### config.mk
export PLATFORM = sky130hd
export DESIGN_NAME = rta_ram
export DESIGN_NICKNAME = d
export VERILOG_FILES = /design/src/hw/rtl/rta_pkg.sv /design/src/hw/rtl/rta_ram.sv
export SDC_FILE = /design/constraint.sdc
export NUM_CORES = 1
export LEC_CHECK = 0
export BUFFER_PORTS_ARGS = -buffer_cell sky130_fd_sc_hd__clkbuf_2
export CORE_ASPECT_RATIO = 0.7
export CORE_MARGIN = 4
export CORE_UTILIZATION = 30
export CTS_CLUSTER_DIAMETER = 50
export DETAILED_ROUTE_END_ITERATION = 8
export GPL_TIMING_DRIVEN = 0
export PLACE_DENSITY = 0.6
export SYNTH_ARGS = -nofsm -noshare
export SYNTH_HDL_FRONTEND = slang
export SYNTH_SLANG_ARGS = --single-unit
### constraint.sdc
create_clock -name clk -period 10.5 [get_ports clk]
set_input_delay 1.05 -clock clk [delete_from_list [all_inputs] [get_ports clk]]
set_output_delay 1.05 -clock clk [all_outputs]
set_load 0.03 [all_outputs]
### src/hw/rtl/rta_pkg.sv
// rta_pkg: shared types, constants and helper functions of the pose accumulator
// element format, beat structs, saturation and rounding helpers, series tables
// no dependencies
package rta_pkg;

    localparam int ELEM_W     = 32;
    localparam int FRAC_BITS  = 16;
    localparam int HALF_TURN  = 180;
    localparam int POSE_ROWS  = 3;
    localparam int ROW_COLS   = 4;
    localparam int ROW_W      = ELEM_W * ROW_COLS;
    localparam int COEF_W     = FRAC_BITS + 2;
    localparam int PROD_W     = ELEM_W + COEF_W - 1;
    localparam int MAG_W      = PROD_W - FRAC_BITS + 1;

    localparam logic [ELEM_W-1:0] ELEM_MAX = {1'b0, {(ELEM_W-1){1'b1}}};
    localparam logic [ELEM_W-1:0] ELEM_MIN = {1'b1, {(ELEM_W-1){1'b0}}};
    localparam logic [ELEM_W-1:0] ELEM_ONE = ELEM_W'(1) << FRAC_BITS;

    localparam logic       ACT_ROTATE    = 1'b0;
    localparam logic       ACT_TRANSLATE = 1'b1;
    localparam logic [1:0] AXIS_X        = 2'd0;
    localparam logic [1:0] AXIS_Y        = 2'd1;
    localparam logic [1:0] AXIS_Z        = 2'd2;
    localparam logic [1:0] AXIS_NONE     = 2'd3;
    localparam logic [1:0] ROW_LAST      = 2'd3;

    typedef logic [ELEM_W-1:0] rta_elem_t;
    typedef rta_elem_t [ROW_COLS-1:0] rta_row_t;

    typedef struct packed {
        logic               action;
        logic [1:0]         axis;
        logic signed [31:0] amount;
    } rta_in_t;

    typedef struct packed {
        logic [1:0]         row_index;
        logic signed [31:0] col0;
        logic signed [31:0] col1;
        logic signed [31:0] col2;
        logic signed [31:0] col3;
        logic               last_row;
    } rta_out_t;

    typedef struct packed {
        logic signed [COEF_W-1:0] s;
        logic signed [COEF_W-1:0] c;
    } rta_sc_t;

    function automatic rta_elem_t rta_sat_add(input rta_elem_t a, input rta_elem_t b);
        logic [ELEM_W:0] sum;
        sum = {a[ELEM_W-1], a} + {b[ELEM_W-1], b};
        if (sum[ELEM_W] != sum[ELEM_W-1])
            return sum[ELEM_W] ? ELEM_MIN : ELEM_MAX;
        return sum[ELEM_W-1:0];
    endfunction

    // magnitude product back to element scale, half away from zero, saturated
    function automatic rta_elem_t rta_mul_round(input logic [PROD_W-1:0] prod, input logic neg);
        logic [PROD_W:0]  rnd;
        logic [MAG_W-1:0] mag;
        logic [MAG_W-1:0] nmag;
        rnd  = {1'b0, prod} + ((PROD_W+1)'(1) << (FRAC_BITS - 1));
        mag  = rnd[FRAC_BITS +: MAG_W];
        nmag = MAG_W'(0) - mag;
        if (neg)
            return (mag > MAG_W'(ELEM_MAX)) ? ELEM_MIN : nmag[ELEM_W-1:0];
        return (mag > MAG_W'(ELEM_MAX)) ? ELEM_MAX : mag[ELEM_W-1:0];
    endfunction

    function automatic rta_row_t rta_ident_row(input logic [1:0] r);
        rta_row_t row;
        row    = '0;
        row[r] = ELEM_ONE;
        return row;
    endfunction

    // series term divisors: sine 2k(2k+1), cosine (2k-1)2k
    function automatic logic [7:0] rta_div(input logic want_sin, input logic [2:0] k);
        logic [7:0] d;
        if (want_sin)
        begin
            unique case (k)
                3'd1:    d = 8'd6;
                3'd2:    d = 8'd20;
                3'd3:    d = 8'd42;
                3'd4:    d = 8'd72;
                3'd5:    d = 8'd110;
                3'd6:    d = 8'd156;
                default: d = 8'd6;
            endcase
        end
        else
        begin
            unique case (k)
                3'd1:    d = 8'd2;
                3'd2:    d = 8'd12;
                3'd3:    d = 8'd30;
                3'd4:    d = 8'd56;
                3'd5:    d = 8'd90;
                3'd6:    d = 8'd132;
                3'd7:    d = 8'd182;
                default: d = 8'd2;
            endcase
        end
        return d;
    endfunction

    // floor(2^31 / divisor) for the same terms
    function automatic logic [31:0] rta_recip(input logic want_sin, input logic [2:0] k);
        logic [31:0] m;
        if (want_sin)
        begin
            unique case (k)
                3'd1:    m = 32'd357913941;
                3'd2:    m = 32'd107374182;
                3'd3:    m = 32'd51130563;
                3'd4:    m = 32'd29826161;
                3'd5:    m = 32'd19522578;
                3'd6:    m = 32'd13765920;
                default: m = 32'd357913941;
            endcase
        end
        else
        begin
            unique case (k)
                3'd1:    m = 32'd1073741824;
                3'd2:    m = 32'd178956970;
                3'd3:    m = 32'd71582788;
                3'd4:    m = 32'd38347922;
                3'd5:    m = 32'd23860929;
                3'd6:    m = 32'd16268815;
                3'd7:    m = 32'd11799360;
                default: m = 32'd1073741824;
            endcase
        end
        return m;
    endfunction

endpackage

### src/hw/rtl/rta_ram.sv
// rta_ram: generic single-write, single-read memory with registered read data
// no dependencies beyond rta_pkg defaults
module rta_ram #(
    parameter int WIDTH = rta_pkg::ROW_W,
    parameter int DEPTH = rta_pkg::POSE_ROWS,
    localparam int ADDR_W = (DEPTH > 1) ? $clog2(DEPTH) : 1
) (
    input  logic              clk,
    input  logic              we,
    input  logic [ADDR_W-1:0] waddr,
    input  logic [WIDTH-1:0]  wdata,
    input  logic              re,
    input  logic [ADDR_W-1:0] raddr,
    output logic [WIDTH-1:0]  rdata
);
    logic [WIDTH-1:0] mem [DEPTH];
    logic [WIDTH-1:0] rdata_reg;

    always_ff @(posedge clk)
    begin
        if (we)
            mem[waddr] <= wdata;
        if (re)
            rdata_reg <= mem[raddr];
    end

    assign rdata = rdata_reg;
endmodule

== Yosys cells after proc, flatten, opt, wreduce, memory -nomap -nowiden ==
Memory sizes are Yosys's and may differ from the RTL's. A register that Yosys moved wholly into a read port is not among the register bits.
Index checks and enable logic that the tools add are counted.
Operators by class
  $add $sub $neg: 0
  $mul: 0
  div/mod/pow operators: 0
  order comparisons: 0
  equal/unequal tests: 0
  shift-type cells: 0
  mux-type cells: 2
  bitwise logic cells: 0
  reduce and logical (&&, ||, !) cells: 0
Operators with widths (count)
  $mux W1: 2
Word-level totals
  flip-flop bits (word level): 0
  latch bits: 0
  RAM bits: 384
  memory bits (read-only): 0
  output and inout bits: 128
  logic and storage cells: 3
  memories kept: 1
Memory list
  mem: words 3, width 128, rd ports 1, clocked after memory_dff 1, write ports 1, RTL line rta_ram.sv:16  | logic [WIDTH-1:0] mem [DEPTH];

== Depth between registers and ports, before layout ==
Gate-level depths: netlist (run 1).
  word-level depth: 2
  mapped depth: 4
  gate-level depth less buffers: 2

== Worst setup path after synthesis (run 1) ==
Ideal clock, no wire load.
  kind: input to register
  start: input port waddr[0]
  end: memory mem[0][0] in the netlist's numbering, enable pin
  setup time: 0.801 ns
  arrival time: 10.351 ns
  data required time: 9.699 ns
  slack: -0.651 ns
  cell stages on the path: 1
  path buffers: 0
  cells stage by stage: nor3b_1
RTL lines
  start, declared: RTL line rta_ram.sv:10  | input logic [ADDR_W-1:0] waddr,
  end, declared: RTL line rta_ram.sv:16
Straight into the memory's write port.

== Worst setup path after layout (run 1) ==
  start: register rdata_reg[27] (netlist: rdata[27]) (read register of mem)
  end: output port rdata[27]
RTL lines
  start, declared: RTL line rta_ram.sv:17  | logic [WIDTH-1:0] rdata_reg;
  end, declared: RTL line rta_ram.sv:14  | output logic [WIDTH-1:0] rdata
No word-level cell between the ends.

==> impl_metrics.json, run 1 <==
{
  "grt_max_degree": 66,
  "wl_met3_mm": 3.13,
  "whs_endpoint": "rdata[117]$_DFFE_PP_",
  "grt_usage": 0.125,
  "post-route-min-period_ps": 2280,
  "met2_length_mm": 18.4,
  "worstPathCellList": "clkbuf_2",
  "vdd_drop_max_mv": 0.0853,
  "worstPathMaxFanout": 1,
  "drive_gt1_frac": 0.295,
  "intPower_mw": 3.56,
  "power_density_mw_per_mm2": 203,
  "met1Wirelength_mm": 18.3,
  "portBuffers": 260,
  "maxCapViolCount": 0,
  "fin_crit_sh": 0.217,
  "drt_wl_total_mm": 40.7,
  "critPathRequiredTime_ps": 9450,
  "fmax_mhz": 439,
  "clk_latency_ps": 580,
  "critPathLaunchType": "register",
  "finClkSkew_ps": 8.84,
  "start_util": 0.303,
  "gp_congestion": 0.700,
  "die_h_um": 214,
  "setup.worst_path.class": "reg2out",
  "ios": 263,
  "synth-async-reset-ratio": 0,
  "clockBufferDepth": 3,
  "rows": 75,
  "grt_pass1_wl_mm": 60.8,
  "yosys-top-cells-count": "512 x edfxtp_1, 128 x mux2i_1, 128 x nand2_1, 120 x o21ai_1",
  "yosys.area.top_type": "edfxtp_1",
  "cts_tree": "done",
  "syn_nets": 1076,
  "r2r-start": "mem[1][69]$_DFFE_PP_",
  "finalSetupViolations": 0,
  "pwr-share-clk": 0.407,
  "cts_num_sinks": 512,
  "combPwrFrac": 0.067,
  "largest_register_ffs": 384,
  "design.core.area_mm2": 0.0600,
  "grt_remaining_overflow": 0,
  "synth_top_cell_area_share": 0.845,
  "drv_slew": 0,
  "yosysSeqAreaShare": 0.845,
  "nets": 1405,
  "antenna_cells": 0,
  "status": "complete, no violations",
  "relSlewSlack": 0.227,
  "die-width_um": 302,
  "end_kind": "output pin",
  "cts_root_buffer": "clkbuf_16",
  "hold_buffers": 0,
  "netlist_area_mm2": 0.0182,
  "leakagePower_nw": 8.29,
  "ys.flop_type": "edfxtp_1",
  "setup_ws_ps": 8220,
  "r2r_end": "rdata[69]$_DFFE_PP_",
  "syn_to_final_growth_pct": 24.0,
  "clk_pin_slew_worst_paths_ps": 60,
  "p_total_mw": 4.58,
  "ys.warnings.count": 0,
  "num_vias": 9307,
  "drt-initial-drc-count": 551,
  "via_per_inst": 4.40,
  "p_sw_mw": 1.02,
  "cts_made_buffers": 53,
  "cpPeakStageDelay_ps": 420,
  "cpMaxStageDelayCell": "edfxtp_1",
  "ff2ff_setup_slack_ps": 9590,
  "min_from": "mem[2][117]$_DFFE_PP_",
  "crit_buf_inv": 1,
  "worstMarginPinSlew_ps": 1160,
  "hold_viol": 0,
  "hold_class": "reg2reg",
  "antenna_found_initial": 3,
  "arrival_ps": 1230,
  "synth.most_common_cell": "edfxtp_1",
  "first_global_vias": 9702,
  "routed.top_layer": "met5",
  "ant_nets": 0,
  "cts-htree-levels": 2,
  "pwr-share-seq": 0.525,
  "synth_edf_count": 512,
  "worstRegToRegCells": 2,
  "cts_setup_buffers": 0,
  "wl_per_cell_um": 19.2,
  "holdPathStages": 2,
  "cp_top_family": "flip-flops",
  "drc_errors": 0,
  "switching_share": 0.222,
  "synth_area_leaders": "edfxtp_1 84%, mux2i_1 7.0%, o21ai_1 3.3%, nand2_1 2.6%, buf_12 1.4%",
  "synth_cell_type_count": 11,
  "pre_cts_ws_ps": 7550,
  "ys_ff_latch": 512,
  "dieArea_mm2": 0.0647,
  "cts_resized": 0,
  "synth_cells": 941,
  "avgSynthCellArea_um2": 19.3,
  "rsz0062_at_grt": "false",
  "drt-pass1-iter-count": 5,
  "place_hpwl_mm": 26.0
}
-- power groups by stage --
| stage | combinational, mW | clock [mW] | sequential, mW |
|---|---|---|---|
| finish | 0.308 | 1.86 | 2.40 |
| global route | 0.336 | 2.03 | 2.41 |
| CTS | 0.316 | 1.93 | 2.41 |
| detailed placement | 0.315 | 0 | 2.45 |
| global placement | 0.298 | 0 | 2.46 |
| floorplan | 0.103 | 0 | 2.52 |
-- cell usage in the layout, fill, tap and decap left out, types with 3 or more instances in the layout --
cell type / Yosys / routed
clkbuf_2: 0 / 259
buf_8: 0 / 7
mux2i_1: 128 / 128
clkbuf_1: 14 / 21
buf_12: 13 / 13
buf_2: 14 / 14
buf_16: 0 / 7
nand2_1: 128 / 128
clkinv_2: 0 / 10
edfxtp_1: 512 / 512
o21ai_0: 8 / 8
inv_6: 0 / 4
clkinvlp_4: 0 / 3
o21ai_1: 120 / 120
clkbuf_16: 0 / 55
clkinv_1: 0 / 6
inv_8: 0 / 3
bufinv_16: 0 / 5
-- per-layer routing --
layer	global-route usage	up-vias
li1	-	4307
met1	0.171	4660
met2	0.192	263
met3	0.0395	71
met4	0.0323	6
met5	0	-
-- area by class of cell --
| class | count | area (um^2) |
|---|---|---|
| buffer | 42 | 394 |
| clock buffer | 62 | 1400 |
| clock inverter | 32 | 330 |
| fill | 5533 | 37400 |
| multi-input combinational | 387 | 2450 |
| sequential | 512 | 15400 |
| tap | 808 | 1010 |
| timing repair buffer | 274 | 1610 |
-- logic make-up (layout without fill, tap and decap cells) --
kind of cell,Yosys count,after routing,share of synthesized area
flip-flops,512,512,0.845
AND/OR/NAND/NOR,131,131,0.0278
multiplexers,128,128,0.0704
AO/OA/AOI/OAI,128,128,0.0352
buffers and inverters,42,410,0.0217
-- per-stage QoR --
step | setup TNS, ps | util | area [um^2] | cells | hold WS, ps
floorplan | 0 | - | 18200 | 941 | 500
global placement | -59870 | 0.342 | 20500 | 2009 | 504
detailed placement | 0 | 0.347 | 20800 | 2023 | 516
CTS | 0 | 0.376 | 22600 | 2117 | 532
global route | 0 | 0.376 | 22600 | 2117 | 556
finish | 0 | 0.376 | 22600 | 2117 | 527
-- worst min-delay path, cell delays in order, from the launching register on --
cell and delay [ps]:
edfxtp_1 320, nand2_1 50, o21ai_1 50
-- worst max-delay path by stage --
stage | from | slack [ps] | to | depth (start not counted)
after floorplan | waddr[0] | 3960 | mem[0][0]$_DFFE_PP_ | 1
after global placement | waddr[0] | -500 | mem[0][7]$_DFFE_PP_ | 2
after detailed placement | raddr[1] | 7550 | rdata[42]$_DFFE_PP_ | 3
after CTS | rdata[19]$_DFFE_PP_ | 8150 | rdata[19] | 1
after global routing | waddr[0] | 8140 | mem[0][124]$_DFFE_PP_ | 6
final | rdata[27]$_DFFE_PP_ | 8220 | rdata[27] | 1
(Power assumes the default switching activity.)
==> run 2: changes to the inputs <==
--- a/config.mk
+++ b/config.mk
@@ -5,6 +5,7 @@
 export SDC_FILE = /design/constraint.sdc
 export NUM_CORES = 1
 export LEC_CHECK = 0
+export ABC_AREA = 1
 export BUFFER_PORTS_ARGS = -buffer_cell sky130_fd_sc_hd__clkbuf_2
 export CORE_ASPECT_RATIO = 0.7
 export CORE_MARGIN = 4
@@ -12,7 +13,7 @@
 export CTS_CLUSTER_DIAMETER = 50
 export DETAILED_ROUTE_END_ITERATION = 8
 export GPL_TIMING_DRIVEN = 0
-export PLACE_DENSITY = 0.6
+export PLACE_DENSITY = 0.58
 export SYNTH_ARGS = -nofsm -noshare
 export SYNTH_HDL_FRONTEND = slang
 export SYNTH_SLANG_ARGS = --single-unit
==> constraint.sdc (replaced) <==
create_clock -name clk -period 2.1 [get_ports clk]
set_input_delay 0.21 -clock clk [delete_from_list [all_inputs] [get_ports clk]]
set_output_delay 0.21 -clock clk [all_outputs]
set_load 0.03 [all_outputs]
==> run 2 against run 1 <==
Die area increased by 5.6%; cell count rose by 33%; non-clock buffer count rose by 156; largest cell class unchanged; largest power group unchanged.
==> impl_metrics.json, run 2 <==
{
  "place_hpwl_mm": 30.2,
  "crit_buf_inv": 6,
  "avgSynthCellArea_um2": 13.1,
  "ys.flop_type": "edfxtp_1",
  "vdd_drop_max_mv": 0.556,
  "finalSetupViolations": 0,
  "endpoint": "mem[1][105]$_DFFE_PP_",
  "instances_no_fill": 2818,
  "hold_class": "in2reg",
  "setup.worst_path.class": "in2reg",
  "cts_tree": "done",
  "startpoint": "we",
  "cpMaxStageDelayCell": "nor3b_4",
  "yosysSeqAreaShare": 0.798,
  "grt_max_degree": 66,
  "cts_num_sinks": 512,
  "nets": 2077,
  "start_util": 0.304,
  "r2r-start": "mem[0][48]$_DFFE_PP_",
  "wl_per_cell_um": 16.4,
  "grt_pass1_wl_mm": 69.6,
  "drv_slew": 0,
  "synth-async-reset-ratio": 0,
  "critPathRequiredTime_ps": 2380,
  "cp.depth": 7,
  "place_inst": 2588,
  "fin_util": 0.398,
  "cpPeakStageDelay_ps": 750,
  "largest_register_ffs": 384,
  "syn_nets": 1606,
  "clockBufferDepth": 3,
  "pwr-share-clk": 0.397,
  "netlist_area_mm2": 0.0193,
  "clk_pin_slew_worst_paths_ps": 60,
  "critPathLaunchType": "primary input",
  "relSlewSlack": 0.380,
  "combPwrFrac": 0.083,
  "ys_ff_latch": 512,
  "cts_made_buffers": 53,
  "synth.most_common_cell": "nand2_1",
  "cts_root_buffer": "clkbuf_16",
  "worstRegToRegCells": 4,
  "fin_crit_sh": 0.820,
  "drt-initial-drc-count": 784,
  "synth_cell_type_count": 11,
  "cp_top_family": "buffers and inverters",
  "die-width_um": 311,
  "post-route-min-period_ps": 1720,
  "syn_to_final_growth_pct": 31.0,
  "finClkSkew_ps": 6.81,
  "power_density_mw_per_mm2": 917,
  "drt-pass1-iter-count": 5,
  "design.core.area_mm2": 0.0634,
  "leakagePower_nw": 10.8,
  "hold_viol": 0,
  "first_global_vias": 11900,
  "worstPathCellList": "clkbuf_2 -> inv_1 -> nor3b_4 -> buf_16 -> buf_16 -> buf_8 -> buf_8",
  "clk_latency_ps": 580,
  "final_cell_mix": "512 x nand2_1, 512 x edfxtp_1, 261 x clkbuf_2",
  "maxCapViolCount": 0,
  "via_per_inst": 4.21,
  "rsz0062_at_grt": "false",
  "die_h_um": 220,
  "worstMarginPinSlew_ps": 927,
  "gp_congestion": 0.744,
  "yosys.area.top_type": "edfxtp_1",
  "synth_edf_count": 512,
  "cts_resized": 0,
  "antenna_found_initial": 6,
  "end_kind": "register",
  "grt_remaining_overflow": 0,
  "worstPathMaxFanout": 16,
  "grt_usage": 0.133,
  "ant_nets": 0,
  "drt_wl_total_mm": 46.2,
  "fmax_mhz": 581,
  "p_sw_mw": 5.38,
  "ff2ff_setup_slack_ps": 1200,
  "pwr-share-seq": 0.520,
  "switching_share": 0.233,
  "drive_gt1_frac": 0.219,
  "ys.warnings.count": 0,
  "yosys-top-cells-count": "513 x nand2_1, 512 x edfxtp_1, 258 x inv_1, 128 x nand3_1, 40 x buf_2",
  "drc_errors": 0,
  "synth_cells": 1471,
  "arrival_ps": 2000,
  "synth_area_leaders": "edfxtp_1 80%, nand2_1 10%, inv_1 5.0%, nand3_1 3.3%, buf_2 1.0%",
  "status": "complete, no violations",
  "dieArea_mm2": 0.0684,
  "synth_top_cell_area_share": 0.798,
  "ios": 263,
  "r2r_end": "rdata[48]$_DFFE_PP_",
  "intPower_mw": 17.8,
  "cts-htree-levels": 2,
  "rows": 77,
  "portBuffers": 262,
  "num_vias": 11900
}
-- run 2: final cells by class --
type                       count  area (um^2)
antenna                        4         10.0
buffer                        56          328
clock buffer                  60         1400
clock inverter                38          328
fill                        5885        38200
inverter                     259          972
multi-input combinational    644         2630
sequential                   512        15400
tap                          829         1040
timing repair buffer         416         3160
-- run 2: worst min-delay path by stage --
stage,from,to,slack [ps],cells after the start
global route,waddr[0],mem[2][30]$_DFFE_PP_,40,2
detailed placement,wdata[8],mem[2][8]$_DFFE_PP_,420,1
floorplan,wdata[0],mem[0][0]$_DFFE_PP_,310,0
finish,waddr[0],mem[2][30]$_DFFE_PP_,60,2
global placement,wdata[88],mem[2][88]$_DFFE_PP_,410,1
CTS,waddr[0],mem[2][25]$_DFFE_PP_,5,2
-- run 2: cells by family (layout without fill, tap and decap cells) --
logic type,count (synthesis),count (layout),synth area share
simple gates,644,644,0.134
flops,512,512,0.798
buf+inv,315,829,0.0675
other cells,0,4,0
-- run 2: per-stage QoR --
| step | TNS, ps | setup WS [ps] | cell area (um^2) | total power, mW | hold WS [ps] |
|---|---|---|---|---|---|
| after floorplan | -511190 | -1880 | 19300 | 13.2 | 309 |
| after global placement | -1729030 | -4960 | 21700 | 13.9 | 412 |
| after detailed placement | -11530 | -251 | 22200 | 14.0 | 417 |
| after CTS | 0 | 393 | 25200 | 23.5 | 5.19 |
| after global routing | 0 | 313 | 25200 | 24.2 | 35.9 |
| final | 0 | 378 | 25200 | 23.1 | 56.4 |
-- run 2: metal layers --
metal | vias to the layer above | routed length [um] | global-route usage
li1 | 5772 | - | -
met1 | 5709 | 20700 | 0.176
met2 | 295 | 21300 | 0.218
met3 | 74 | 3200 | 0.0370
met4 | 6 | 846 | 0.0320
met5 | - | 43 | 0
-- run 2: timing repair --
item                                    in CTS  in global routing
endpoints found under the setup margin       0                  0
hold buffers                               128                  0
buffers inserted                             0                  0
hold endpoints to repair                   384                  0
-- run 2: worst register-to-register path, cell delays in order, from the launching register on --
cell and delay [ps]:
edfxtp_1 360, inv_1 60, nand2_1 50, nand3_1 80, nand2_1 90
-- run 2: power groups by stage --
stage	registers, mW	logic (mW)	clock network (mW)
after floorplan	12.6	0.588	0
after global routing	12.1	2.12	9.97
after CTS	12.0	1.97	9.50
final	12.0	1.93	9.18
after detailed placement	12.2	1.76	0
after global placement	12.3	1.63	0
