==> config.mk <==
export PLATFORM = sky130hd
export DESIGN_NAME = rta_trig
export DESIGN_NICKNAME = d
export VERILOG_FILES = /design/src/hw/rtl/rta_pkg.sv /design/src/hw/rtl/rta_trig.sv
export SDC_FILE = /design/constraint.sdc
export NUM_CORES = 2
export LEC_CHECK = 0
export BUFFER_PORTS_ARGS = -buffer_cell sky130_fd_sc_hd__buf_2
export CAP_MARGIN = 20
export CORE_MARGIN = 5
export CORE_UTILIZATION = 65
export CTS_CLUSTER_DIAMETER = 50
export DETAILED_ROUTE_END_ITERATION = 6
export GPL_ROUTABILITY_DRIVEN = 0
export PLACE_DENSITY = 0.83
export SYNTH_ARGS = -nofsm -noshare
export SYNTH_HDL_FRONTEND = slang
export SYNTH_SLANG_ARGS = --single-unit
==> constraint.sdc <==
create_clock -name clk -period 18.7 [get_ports clk]
set_clock_uncertainty 0.05 [all_clocks]
set_input_delay 2.805 -clock clk [delete_from_list [all_inputs] [get_ports clk]]
set_output_delay 2.805 -clock clk [all_outputs]
set_load 0.01 [all_outputs]
==> src/hw/rtl/rta_pkg.sv <==
// rta_pkg: shared types, constants and helper functions of the pose accumulator
// element format, beat structs, saturation and rounding helpers, series tables
// no dependencies
package rta_pkg;

    localparam int ELEM_W     = 32;
    localparam int FRAC_BITS  = 16;
    localparam int HALF_TURN  = 180;
    localparam int POSE_ROWS  = 3;
    localparam int ROW_COLS   = 4;
    localparam int ROW_W      = ELEM_W * ROW_COLS;
    localparam int COEF_W     = FRAC_BITS + 2;
    localparam int PROD_W     = ELEM_W + COEF_W - 1;
    localparam int MAG_W      = PROD_W - FRAC_BITS + 1;

    localparam logic [ELEM_W-1:0] ELEM_MAX = {1'b0, {(ELEM_W-1){1'b1}}};
    localparam logic [ELEM_W-1:0] ELEM_MIN = {1'b1, {(ELEM_W-1){1'b0}}};
    localparam logic [ELEM_W-1:0] ELEM_ONE = ELEM_W'(1) << FRAC_BITS;

    localparam logic       ACT_ROTATE    = 1'b0;
    localparam logic       ACT_TRANSLATE = 1'b1;
    localparam logic [1:0] AXIS_X        = 2'd0;
    localparam logic [1:0] AXIS_Y        = 2'd1;
    localparam logic [1:0] AXIS_Z        = 2'd2;
    localparam logic [1:0] AXIS_NONE     = 2'd3;
    localparam logic [1:0] ROW_LAST      = 2'd3;

    typedef logic [ELEM_W-1:0] rta_elem_t;
    typedef rta_elem_t [ROW_COLS-1:0] rta_row_t;

    typedef struct packed {
        logic               action;
        logic [1:0]         axis;
        logic signed [31:0] amount;
    } rta_in_t;

    typedef struct packed {
        logic [1:0]         row_index;
        logic signed [31:0] col0;
        logic signed [31:0] col1;
        logic signed [31:0] col2;
        logic signed [31:0] col3;
        logic               last_row;
    } rta_out_t;

    typedef struct packed {
        logic signed [COEF_W-1:0] s;
        logic signed [COEF_W-1:0] c;
    } rta_sc_t;

    function automatic rta_elem_t rta_sat_add(input rta_elem_t a, input rta_elem_t b);
        logic [ELEM_W:0] sum;
        sum = {a[ELEM_W-1], a} + {b[ELEM_W-1], b};
        if (sum[ELEM_W] != sum[ELEM_W-1])
            return sum[ELEM_W] ? ELEM_MIN : ELEM_MAX;
        return sum[ELEM_W-1:0];
    endfunction

    // magnitude product back to element scale, half away from zero, saturated
    function automatic rta_elem_t rta_mul_round(input logic [PROD_W-1:0] prod, input logic neg);
        logic [PROD_W:0]  rnd;
        logic [MAG_W-1:0] mag;
        logic [MAG_W-1:0] nmag;
        rnd  = {1'b0, prod} + ((PROD_W+1)'(1) << (FRAC_BITS - 1));
        mag  = rnd[FRAC_BITS +: MAG_W];
        nmag = MAG_W'(0) - mag;
        if (neg)
            return (mag > MAG_W'(ELEM_MAX)) ? ELEM_MIN : nmag[ELEM_W-1:0];
        return (mag > MAG_W'(ELEM_MAX)) ? ELEM_MAX : mag[ELEM_W-1:0];
    endfunction

    function automatic rta_row_t rta_ident_row(input logic [1:0] r);
        rta_row_t row;
        row    = '0;
        row[r] = ELEM_ONE;
        return row;
    endfunction

    // series term divisors: sine 2k(2k+1), cosine (2k-1)2k
    function automatic logic [7:0] rta_div(input logic want_sin, input logic [2:0] k);
        logic [7:0] d;
        if (want_sin)
        begin
            unique case (k)
                3'd1:    d = 8'd6;
                3'd2:    d = 8'd20;
                3'd3:    d = 8'd42;
                3'd4:    d = 8'd72;
                3'd5:    d = 8'd110;
                3'd6:    d = 8'd156;
                default: d = 8'd6;
            endcase
        end
        else
        begin
            unique case (k)
                3'd1:    d = 8'd2;
                3'd2:    d = 8'd12;
                3'd3:    d = 8'd30;
                3'd4:    d = 8'd56;
                3'd5:    d = 8'd90;
                3'd6:    d = 8'd132;
                3'd7:    d = 8'd182;
                default: d = 8'd2;
            endcase
        end
        return d;
    endfunction

    // floor(2^31 / divisor) for the same terms
    function automatic logic [31:0] rta_recip(input logic want_sin, input logic [2:0] k);
        logic [31:0] m;
        if (want_sin)
        begin
            unique case (k)
                3'd1:    m = 32'd357913941;
                3'd2:    m = 32'd107374182;
                3'd3:    m = 32'd51130563;
                3'd4:    m = 32'd29826161;
                3'd5:    m = 32'd19522578;
                3'd6:    m = 32'd13765920;
                default: m = 32'd357913941;
            endcase
        end
        else
        begin
            unique case (k)
                3'd1:    m = 32'd1073741824;
                3'd2:    m = 32'd178956970;
                3'd3:    m = 32'd71582788;
                3'd4:    m = 32'd38347922;
                3'd5:    m = 32'd23860929;
                3'd6:    m = 32'd16268815;
                3'd7:    m = 32'd11799360;
                default: m = 32'd1073741824;
            endcase
        end
        return m;
    endfunction

endpackage

==> src/hw/rtl/rta_trig.sv <==
// rta_trig: sequential sine and cosine of an angle in degrees
// angle reduction, octant fold, series on one shared 32x32 multiplier
// depends on rta_pkg
module rta_trig (
    input  logic                clk,
    input  logic                rst_n,
    input  logic                start,
    input  logic signed [31:0]  amount,
    output logic                done,
    output rta_pkg::rta_sc_t    sc
);
    import rta_pkg::*;

    localparam int UNIT        = 1 << FRAC_BITS;
    localparam int FULL_TURN   = 2 * HALF_TURN * UNIT;
    localparam int QUARTER     = (HALF_TURN / 2) * UNIT;
    localparam int EIGHTH      = (HALF_TURN / 4) * UNIT;
    localparam int ANG_W       = 32;
    localparam int MOD_STEPS   = 8;
    localparam int CNT_W       = 3;
    localparam int FOLD_W      = $clog2(EIGHTH + 1);
    localparam int FOLD_SHIFT  = 26 - FRAC_BITS;
    localparam int INT_FRAC    = 31;
    localparam int SER_W       = 32;
    localparam int RND_SHIFT   = INT_FRAC - FRAC_BITS;
    localparam int SMAG_W      = FRAC_BITS + 1;
    localparam logic [30:0] RAD_PER_DEG = 31'd1199381129;
    localparam logic [SER_W-1:0] SER_ONE = SER_W'(1) << INT_FRAC;
    localparam logic [ANG_W:0] MOD_BIAS = (ANG_W+1)'(FULL_TURN) << (MOD_STEPS - 1);

    localparam logic [3:0] T_IDLE = 4'd0;
    localparam logic [3:0] T_MOD  = 4'd1;
    localparam logic [3:0] T_FOLD = 4'd2;
    localparam logic [3:0] T_X    = 4'd3;
    localparam logic [3:0] T_X2   = 4'd4;
    localparam logic [3:0] T_P    = 4'd5;
    localparam logic [3:0] T_Q    = 4'd6;
    localparam logic [3:0] T_R    = 4'd7;
    localparam logic [3:0] T_END  = 4'd8;
    localparam logic [3:0] T_SIGN = 4'd9;

    logic [3:0]        st_reg, st_next;
    logic [CNT_W-1:0]  cnt_reg, cnt_next;
    logic [ANG_W-1:0]  red_reg, red_next;
    logic [1:0]        quad_reg, quad_next;
    logic              swap_reg, swap_next;
    logic [FOLD_W-1:0] fold_reg, fold_next;
    logic [SER_W-1:0]  x_reg, x_next;
    logic [SER_W-1:0]  x2_reg, x2_next;
    logic [SER_W-1:0]  t_reg, t_next;
    logic [SER_W-1:0]  p_reg, p_next;
    logic [SER_W-1:0]  qe_reg, qe_next;
    logic              sin_reg, sin_next;
    logic [SMAG_W-1:0] smag_reg, smag_next;
    logic [SMAG_W-1:0] cmag_reg, cmag_next;
    logic              done_reg, done_next;
    rta_sc_t           sc_reg, sc_next;

    logic [SER_W-1:0]   ma, mb;
    logic [2*SER_W-1:0] prod;
    logic [SER_W-1:0]   prod_sh;
    logic [ANG_W:0]     biased;
    logic [ANG_W-1:0]   full_sh;
    logic [ANG_W-1:0]   ang;
    logic [7:0]         dv;
    logic [SER_W-1:0]   dq, rem, qv, v;
    logic [SER_W:0]     rv;
    logic [SMAG_W-1:0]  mag;
    logic signed [COEF_W-1:0] sp, cp;

    always_comb
    begin
        ma = '0;
        mb = '0;
        unique case (st_reg)
            T_X:
            begin
                ma = SER_W'(fold_reg) << FOLD_SHIFT;
                mb = SER_W'(RAD_PER_DEG);
            end
            T_X2:
            begin
                ma = x_reg;
                mb = x_reg;
            end
            T_P:
            begin
                ma = x2_reg;
                mb = t_reg;
            end
            T_Q:
            begin
                ma = p_reg;
                mb = rta_recip(sin_reg, cnt_reg);
            end
            T_END:
            begin
                ma = x_reg;
                mb = t_reg;
            end
            default:
            begin
                ma = '0;
                mb = '0;
            end
        endcase
    end

    assign prod    = ma * mb;
    assign prod_sh = prod[INT_FRAC +: SER_W];
    assign biased  = {amount[31], amount} + (amount[31] ? MOD_BIAS : '0);
    assign full_sh = ANG_W'(FULL_TURN) << cnt_reg;
    assign dv      = rta_div(sin_reg, cnt_reg);
    assign dq      = qe_reg * SER_W'(dv);
    assign rem     = p_reg - dq;
    assign qv      = qe_reg + SER_W'(rem >= SER_W'(dv));
    assign v       = sin_reg ? prod_sh : t_reg;
    assign rv      = {1'b0, v} + ((SER_W+1)'(1) << (RND_SHIFT - 1));
    assign mag     = rv[RND_SHIFT +: SMAG_W];
    assign sp      = COEF_W'(smag_reg);
    assign cp      = COEF_W'(cmag_reg);

    always_comb
    begin
        st_next   = st_reg;
        cnt_next  = cnt_reg;
        red_next  = red_reg;
        quad_next = quad_reg;
        swap_next = swap_reg;
        fold_next = fold_reg;
        x_next    = x_reg;
        x2_next   = x2_reg;
        t_next    = t_reg;
        p_next    = p_reg;
        qe_next   = qe_reg;
        sin_next  = sin_reg;
        smag_next = smag_reg;
        cmag_next = cmag_reg;
        done_next = 1'b0;
        sc_next   = sc_reg;
        ang       = red_reg;
        unique case (st_reg)
            T_IDLE:
            begin
                if (start)
                begin
                    red_next = biased[ANG_W-1:0];
                    cnt_next = CNT_W'(MOD_STEPS - 1);
                    st_next  = T_MOD;
                end
            end
            T_MOD:
            begin
                if (red_reg >= full_sh)
                    red_next = red_reg - full_sh;
                if (cnt_reg == '0)
                    st_next = T_FOLD;
                else
                    cnt_next = cnt_reg - 1'b1;
            end
            T_FOLD:
            begin
                if (red_reg < ANG_W'(QUARTER))
                begin
                    quad_next = 2'd0;
                    ang       = red_reg;
                end
                else if (red_reg < ANG_W'(2 * QUARTER))
                begin
                    quad_next = 2'd1;
                    ang       = red_reg - ANG_W'(QUARTER);
                end
                else if (red_reg < ANG_W'(3 * QUARTER))
                begin
                    quad_next = 2'd2;
                    ang       = red_reg - ANG_W'(2 * QUARTER);
                end
                else
                begin
                    quad_next = 2'd3;
                    ang       = red_reg - ANG_W'(3 * QUARTER);
                end
                if (ang <= ANG_W'(EIGHTH))
                begin
                    swap_next = 1'b0;
                    fold_next = ang[FOLD_W-1:0];
                end
                else
                begin
                    swap_next = 1'b1;
                    fold_next = FOLD_W'(ANG_W'(QUARTER) - ang);
                end
                st_next = T_X;
            end
            T_X:
            begin
                x_next  = prod_sh;
                st_next = T_X2;
            end
            T_X2:
            begin
                x2_next  = prod_sh;
                t_next   = SER_ONE;
                sin_next = 1'b1;
                cnt_next = 3'd6;
                st_next  = T_P;
            end
            T_P:
            begin
                p_next  = prod_sh;
                st_next = T_Q;
            end
            T_Q:
            begin
                qe_next = prod_sh;
                st_next = T_R;
            end
            T_R:
            begin
                t_next = SER_ONE - qv;
                if (cnt_reg == 3'd1)
                    st_next = T_END;
                else
                begin
                    cnt_next = cnt_reg - 1'b1;
                    st_next  = T_P;
                end
            end
            T_END:
            begin
                if (sin_reg != swap_reg)
                    smag_next = mag;
                else
                    cmag_next = mag;
                if (sin_reg)
                begin
                    sin_next = 1'b0;
                    t_next   = SER_ONE;
                    cnt_next = 3'd7;
                    st_next  = T_P;
                end
                else
                    st_next = T_SIGN;
            end
            T_SIGN:
            begin
                unique case (quad_reg)
                    2'd0:
                    begin
                        sc_next.s = sp;
                        sc_next.c = cp;
                    end
                    2'd1:
                    begin
                        sc_next.s = cp;
                        sc_next.c = -sp;
                    end
                    2'd2:
                    begin
                        sc_next.s = -sp;
                        sc_next.c = -cp;
                    end
                    default:
                    begin
                        sc_next.s = -cp;
                        sc_next.c = sp;
                    end
                endcase
                done_next = 1'b1;
                st_next   = T_IDLE;
            end
            default:
                st_next = T_IDLE;
        endcase
    end

    always_ff @(posedge clk or negedge rst_n)
    begin
        if (!rst_n)
        begin
            st_reg   <= T_IDLE;
            done_reg <= 1'b0;
        end
        else
        begin
            st_reg   <= st_next;
            done_reg <= done_next;
        end
    end

    always_ff @(posedge clk)
    begin
        cnt_reg  <= cnt_next;
        red_reg  <= red_next;
        quad_reg <= quad_next;
        swap_reg <= swap_next;
        fold_reg <= fold_next;
        x_reg    <= x_next;
        x2_reg   <= x2_next;
        t_reg    <= t_next;
        p_reg    <= p_next;
        qe_reg   <= qe_next;
        sin_reg  <= sin_next;
        smag_reg <= smag_next;
        cmag_reg <= cmag_next;
        sc_reg   <= sc_next;
    end

    assign done = done_reg;
    assign sc   = sc_reg;
endmodule

=== Word-level counts from Yosys, hierarchy flattened ===
Cells that the tools add are included.

* Flip-flop bits (word level): 296
* Input port bits: 35
* Output and inout port bits: 37
* Logic and storage cells: 118

* Add/subtract/negate cells: 13
* $mul: 2
* Magnitude comparators: 6
* Eq/ne operators: 25
* Shift operators: 1
* Muxes and demuxes: 36
* Bitwise logic cells: 1
* Reduce and logical (&&, ||, !) cells: 16

{| class="wikitable"
|+ Operator list
! operator !! number
|-
| 2-to-1 mux 32 bit || 10
|-
| one-hot mux 32 bit (4 select lines) || 2
|-
| one-hot mux 31 bit (6 select lines) || 1
|-
| one-hot mux 29 bit (5 select lines) || 1
|-
| one-hot mux 36 bit (3 select lines) || 1
|-
| one-hot mux 32 bit (3 select lines) || 1
|-
| one-hot mux 32 bit (2 select lines) || 1
|-
| subtractor 32 bit || 2
|-
| multiplier 32 x 32 -> 63 bit || 1
|-
| one-hot mux 8 bit (6 select lines) || 1
|-
| one-hot mux 8 bit (5 select lines) || 1
|-
| negation 17 -> 18 bit || 2
|-
| one-hot mux 4 bit (9 select lines) || 1
|-
| adder 32 x 1 -> 32 bit || 1
|-
| adder 32 x 15 -> 32 bit, second input constant || 1
|-
| adder 32 bit || 1
|-
| >= comparator 32 bit || 1
|-
| >= comparator 32 x 8 -> 1 bit || 1
|-
| <= comparator 32 x 22 -> 1 bit, second input constant || 1
|-
| less-than comparator 32 x 23 -> 1 bit, second input constant || 1
|-
| less-than comparator 32 x 24 -> 1 bit, second input constant || 1
|-
| less-than comparator 32 x 25 -> 1 bit, second input constant || 1
|-
| multiplier 32 x 8 -> 32 bit || 1
|-
| left shift 25 x 3 -> 32 bit, first input constant || 1
|-
| other kinds (35) || 64
|}

=== Logic depth before layout (Yosys ltp) ===
* Word-level depth: 9
* Mapped depth: 49
* Mapped depth without buffers: 47

=== Worst setup path before layout ===
Ideal clock, no wire load.

* Path kind: reg-to-reg
* Start point: register st_reg[0]
* End point: register cmag_reg[16] (data pin)
* Setup time: 0.266 ns
* Arrival time: 10.789 ns
* Data required time: 18.384 ns
* Path slack: 7.596 ns
* Cell stages (with the launch flop): 39
* Path buffers: 6
* Period minus slack after synthesis: 11.104 ns
* Path through: dfrtp_1 > buf_6 > clkbuf_1 > nand2_1 > nor2_1 > clkbuf_1 > buf_1 > nand2_1 > nand4_1 > clkbuf_1 > nand2_1 > fa_1 > inv_1 > fa_1 > inv_1 > fa_1 > fa_1 > inv_1 > (+3 left out) > inv_1 > fa_1 > inv_1 > ha_1 > clkbuf_1 > nand4_1 > or3_1 > nor3_1 > o31ai_4 > a21oi_4 > nor2_2 > o31a_1 > o21bai_2 > xor2_2 > mux2i_1 > or4_4 > nor4_2 > xnor2_1

* Cells in the longest elaborated chain, start to end: 6
* Elaborated cells on any way between the ends: 12
* Those cells by class: add/sub: 1; mul: 1; eq/ne: 5; mux: 3; reduce/logical: 2

{| class="wikitable"
|+ Ends and longest elaborated chain
! what !! line !! source
|-
| from (decl) || rta_trig.sv:42 || <nowiki>logic [3:0] st_reg, st_next;</nowiki>
|-
| from (signal assigned) || rta_trig.sv:286 || <nowiki>st_reg <= st_next;</nowiki>
|-
| equality test 4 bit or equality test 4 x 3 -> 1 bit (tied branches) || rta_trig.sv:75 || <nowiki>unique case (st_reg)</nowiki>
|-
| OR reduction 2 bit (no line) || n/a ||
|-
| one-hot mux 32 bit (4 select lines) || rta_trig.sv:75 ||
|-
| multiplier 32 x 32 -> 63 bit * || rta_trig.sv:109 || <nowiki>assign prod = ma * mb;</nowiki>
|-
| named net prod[57] || rta_trig.sv:60 || <nowiki>logic [2*SER_W-1:0] prod;</nowiki>
|-
| 2-to-1 mux 32 bit * || rta_trig.sv:117 || <nowiki>assign v = sin_reg ? prod_sh : t_reg;</nowiki>
|-
| adder 32 x 15 -> 32 bit * || rta_trig.sv:118 || <nowiki>assign rv = {1'b0, v} + ((SER_W+1)'(1) << (RND_SHIFT - 1));</nowiki>
|-
| named net rv[31] || rta_trig.sv:67 || <nowiki>logic [SER_W:0] rv;</nowiki>
|-
| to (signal assigned) || rta_trig.sv:305 || <nowiki>cmag_reg <= cmag_next;</nowiki>
|-
| to (decl) || rta_trig.sv:55 || <nowiki>logic [SMAG_W-1:0] cmag_reg, cmag_next;</nowiki>
|}

Mark *: on every way through the listed nets, which the timed path passes. The rest lies on a longest branch.
A chain may end at the register's enable or synchronous reset.

=== Final worst setup path ===
* Start point: register st_reg[2]
* End point: register smag_reg[16] (data pin)

* Cells in the longest elaborated chain, start to end: 6
* Elaborated cells on any way between the ends: 12
* Those cells by class: add/sub: 1; mul: 1; eq/ne: 5; mux: 3; reduce/logical: 2

{| class="wikitable"
|+ Ends and longest elaborated chain
! what !! line !! source
|-
| equality test 4 bit or equality test 4 x 3 -> 1 bit (tied branches) || rta_trig.sv:75 ||
|-
| OR reduction 2 bit (no line) || n/a ||
|-
| one-hot mux 32 bit (4 select lines) || rta_trig.sv:75 ||
|-
| multiplier 32 x 32 -> 63 bit * || rta_trig.sv:109 ||
|-
| named net prod[56] || rta_trig.sv:60 ||
|-
| 2-to-1 mux 32 bit * || rta_trig.sv:117 ||
|-
| adder 32 x 15 -> 32 bit * || rta_trig.sv:118 ||
|-
| named net rv[31] || rta_trig.sv:67 ||
|-
| to (signal assigned) || rta_trig.sv:304 || <nowiki>smag_reg <= smag_next;</nowiki>
|-
| to (decl) || rta_trig.sv:54 || <nowiki>logic [SMAG_W-1:0] smag_reg, smag_next;</nowiki>
|}

Marks and branches as above.

==> metrics <==
Hold Fails Final Rpt=0; kind of path behind the tightest hold check=flip-flop to flip-flop; Post-synth EDFFs=291; standard cell area after detailed placement=~57000 µm²; Clock Root Buffer=sky130_fd_sc_hd__clkbuf_16; Row Count=107; largest fanout of any net on the critical path=53; Worst Path Arrival=roughly 13 ns; share of the synthesized area in the top cell type=37.8%; H-tree levels=2; Final Hold Slack=0.401 ns; Yosys cell types=96; max reg flops=36; Die Outline Area=91400 µm²; Slew HR=18.9%; transition time of the tightest slew-check pin=approximately 1.2 ns; y dimension of the die=302 µm; internal power summed over all cells=2.40 mW; Clock Path Buffers=3; fraction of final layout cells with drive strength greater than 1=5.56%; worst hold stages=0; mean instance size in the synthesized netlist=9.03 µm²; number of buffer cells added on primary ports=between 70 and 80; post-layout instance area=58500 µm²; power per unit of standard cell area=76.5 nW/µm²; portion of the post-synthesis area used by sequential elements=16.0%; number of pins with negative max-slew slack in the final report=0; simple-gate share of the synthesized area=15.8%; net count reported at finish=approximately 7600; number of setup violations in the final report=0; core area=85000 µm²; wire length on met3=between 20000 and 30000 µm; combinational family with the most area after synthesis=adder cells; fraction of the mapped netlist area in compound gates=7.65%; number of vias per cell after detailed routing=6.28; maximum capacitance violations=0; cell count after placement=a little over 7000; leakage component of the power=27.4 nW; total design power=between 4 and 5 mW; register bit total from synthesis=296; outcome=complete, but fails checks; shortest period the worst path allows=12.65 ns; Worst-path clk slew=0.06 ns; proportion of total power due to net switching=between 40 and 50%; share of total power in combinational logic=between 60% and 70%; wire per inst=23.8 µm; routed vias=45600; wire length of the first global-routing pass=267000 µm; Primary FF master, synth=sky130_fd_sc_hd__edfxtp_1; cell repeated most along the worst path=sky130_fd_sc_hd__fa_1; largest cells by area after synthesis=sky130_fd_sc_hd__fa_1 (38%), sky130_fd_sc_hd__edfxtp_1 (16%), sky130_fd_sc_hd__ha_1 (9.0%); antenna viol nets, final=0; synthesized instance count=6155; Die W=302 µm; fraction of synthesis flops using an asynchronous set or reset pin=1.69%; vias in the first global route=between 40000 and 50000; area of the mapped netlist=roughly 56000 µm²; total of cells resized after clock tree synthesis=0; length in cells of the worst reg-to-reg path=31; proportion of power drawn by flip-flops and latches=17.4%; part of the total power dissipated in the clock network=15.4%; final period utilization=67.6%; post-synth top area cell=sky130_fd_sc_hd__fa_1; Fmax=between 70 and 80 MHz; non-filler instance count after layout=7263; Worst path top cell family by delay=adder cells; Post-Route Setup TNS=0 ns; mux cell area share after synthesis=1.17%; Initial Util=65.4%; met2 WL post-DR=72700 µm; top layer reached by signal wires=met5; Starting DRT DRC Count=6161; CP max stage cell=sky130_fd_sc_hd__xnor2_1; number of logic stages on the critical path including buffering=31; final global-route overflow total=0; violations in the final reports=design-rule violations; max incr delay on CP=roughly 0.80 ns; adder and majority cell fraction of the synthesized area=46.8%; DRT met1 WL=58400 µm; top-level I/O count=72; drc violations=52; xor-xnor portion of the synthesized cell area=between 2 and 2.5%; Syn. warnings=0; total setup buffers inserted after CTS=0; CTS Buf Count=34; category of the critical setup timing path=flip-flop to flip-flop; CTS sink cnt=between 200 and 300; data required time at the worst endpoint=18.93 ns; Buf+Inv Stages, Crit Path=4; clock latency at the later pin of the worst-skew pair=0.56 ns; half-perimeter wire length after placement=135000 µm; Layout area overhead=5.27%; number of antenna violations at the first check in global routing=5; All-Layer GR Usage=38.3%; switching power=2.08 mW; TritonCTS clock tree=yes; category of the worst setup path launch point=flip-flop; unrepaired setup endpoints after global routing=no; Total Wirelength=173000 µm; critical path endpoint category=flip-flop; maximum number of pins on one net before global-route repair=96; IR drop worst, VDD=approximately 0.33 mV; first-pass iteration count of the detailed router=7; hold_buf cts=0; syn_nets=7640
-- cell type report --
cell class | count | area, µm²
Clock inverter | 23 | 239
Timing Repair Buffer | 198 | 1330
Multi-Input combinational cell | 4339 | 41100
Tap cell | 1144 | 1430
Fill cell | 6216 | 26500
Clock buffer | 38 | 887
Antenna cell | 5 | 12.5
Inverter | 1220 | 4580
Sequential cell | 296 | 8860
-- synth_stat cells (all sizes together) (27+ instances only) --
master,count
o21ai,114
nor3,58
a21oi,188
nand2b,42
o21a,34
ha,401
clkinv,27
nand3,39
nor2b,27
nand4,41
and4,27
clkbuf,264
fa,1049
a21o,60
nand2,782
edfxtp,291
nor2,885
or3,29
and2,54
xnor2,103
xor2,35
buf,36
inv,1193
-- worst paths after layout --
path,startpoint,end,slack [ns]
max in group asynchronous,rst_n,done,16.43
min in group asynchronous,rst_n,st_reg[0],2.01
worst max-delay path,st_reg[2],smag_reg[16],6.05
worst min-delay path,red_reg[0],fold_reg[0],0.40
worst min register to register,red_reg[0],fold_reg[0],0.40
worst max register to register,st_reg[2],smag_reg[16],6.05
-- routing by layer --
layer,up-vias,track usage (%)
met5,-,0.582
met2,3611,56.2
met1,22000,49.1
met3,930,15.0
li1,19000,-
met4,9,21.6
-- cells by family (layout without fill, tap and decap cells) --
family / count (synthesis) / in the layout
simple gates: 2059 / 2059
buf+inv: 1520 / 1479
fa+ha+maj: 1450 / 1450
compound gates: 643 / 643
flops: 296 / 296
xor+xnor: 140 / 140
mux: 47 / 47
other cells: 0 / 5
-- per-stage QoR --
step                utilization, %  worst slack (ns)
finish                        68.8              6.05
global route                  68.8              5.73
CTS                           68.7              6.47
detailed placement            67.4              6.47
global placement              67.4              6.44
floorplan                        -              7.60
-- power groups by stage --
| stage | sequential [mW] | combinational, mW | clock (mW) |
|---|---|---|---|
| floorplan | 0.784 | 2.23 | 0 |
| global placement | 0.788 | 2.80 | 0 |
| global route | 0.778 | 3.32 | 0.722 |
| detailed placement | 0.789 | 2.90 | 0 |
| CTS | 0.775 | 2.93 | 0.691 |
| finish | 0.777 | 3.01 | 0.689 |
-- cells in the final DEF (no fill, tap or decap), types with 16 or more instances in the layout --
cell and instances:
sky130_fd_sc_hd__nor3_1 53, sky130_fd_sc_hd__or3_1 29, sky130_fd_sc_hd__clkbuf_16 35, sky130_fd_sc_hd__a21o_1 60, sky130_fd_sc_hd__and2_1 53, sky130_fd_sc_hd__nand2_1 782, sky130_fd_sc_hd__nor2_1 880, sky130_fd_sc_hd__fa_1 1049
sky130_fd_sc_hd__buf_4 123, sky130_fd_sc_hd__ha_1 401, sky130_fd_sc_hd__o21bai_1 23, sky130_fd_sc_hd__a21oi_1 186, sky130_fd_sc_hd__a31oi_1 20, sky130_fd_sc_hd__nor2b_1 27, sky130_fd_sc_hd__inv_1 1189, sky130_fd_sc_hd__a211oi_1 21
sky130_fd_sc_hd__and4_1 27, sky130_fd_sc_hd__a221oi_1 16, sky130_fd_sc_hd__nand4_1 41, sky130_fd_sc_hd__o21a_1 34, sky130_fd_sc_hd__mux2i_1 20, sky130_fd_sc_hd__nand2b_1 42, sky130_fd_sc_hd__clkinv_1 30, sky130_fd_sc_hd__nand3_1 39
sky130_fd_sc_hd__buf_2 72, sky130_fd_sc_hd__xor2_1 34, sky130_fd_sc_hd__xnor2_1 103, sky130_fd_sc_hd__o21ai_0 109, sky130_fd_sc_hd__edfxtp_1 291, sky130_fd_sc_hd__o31ai_1 19
(Power assumes the default switching activity.)
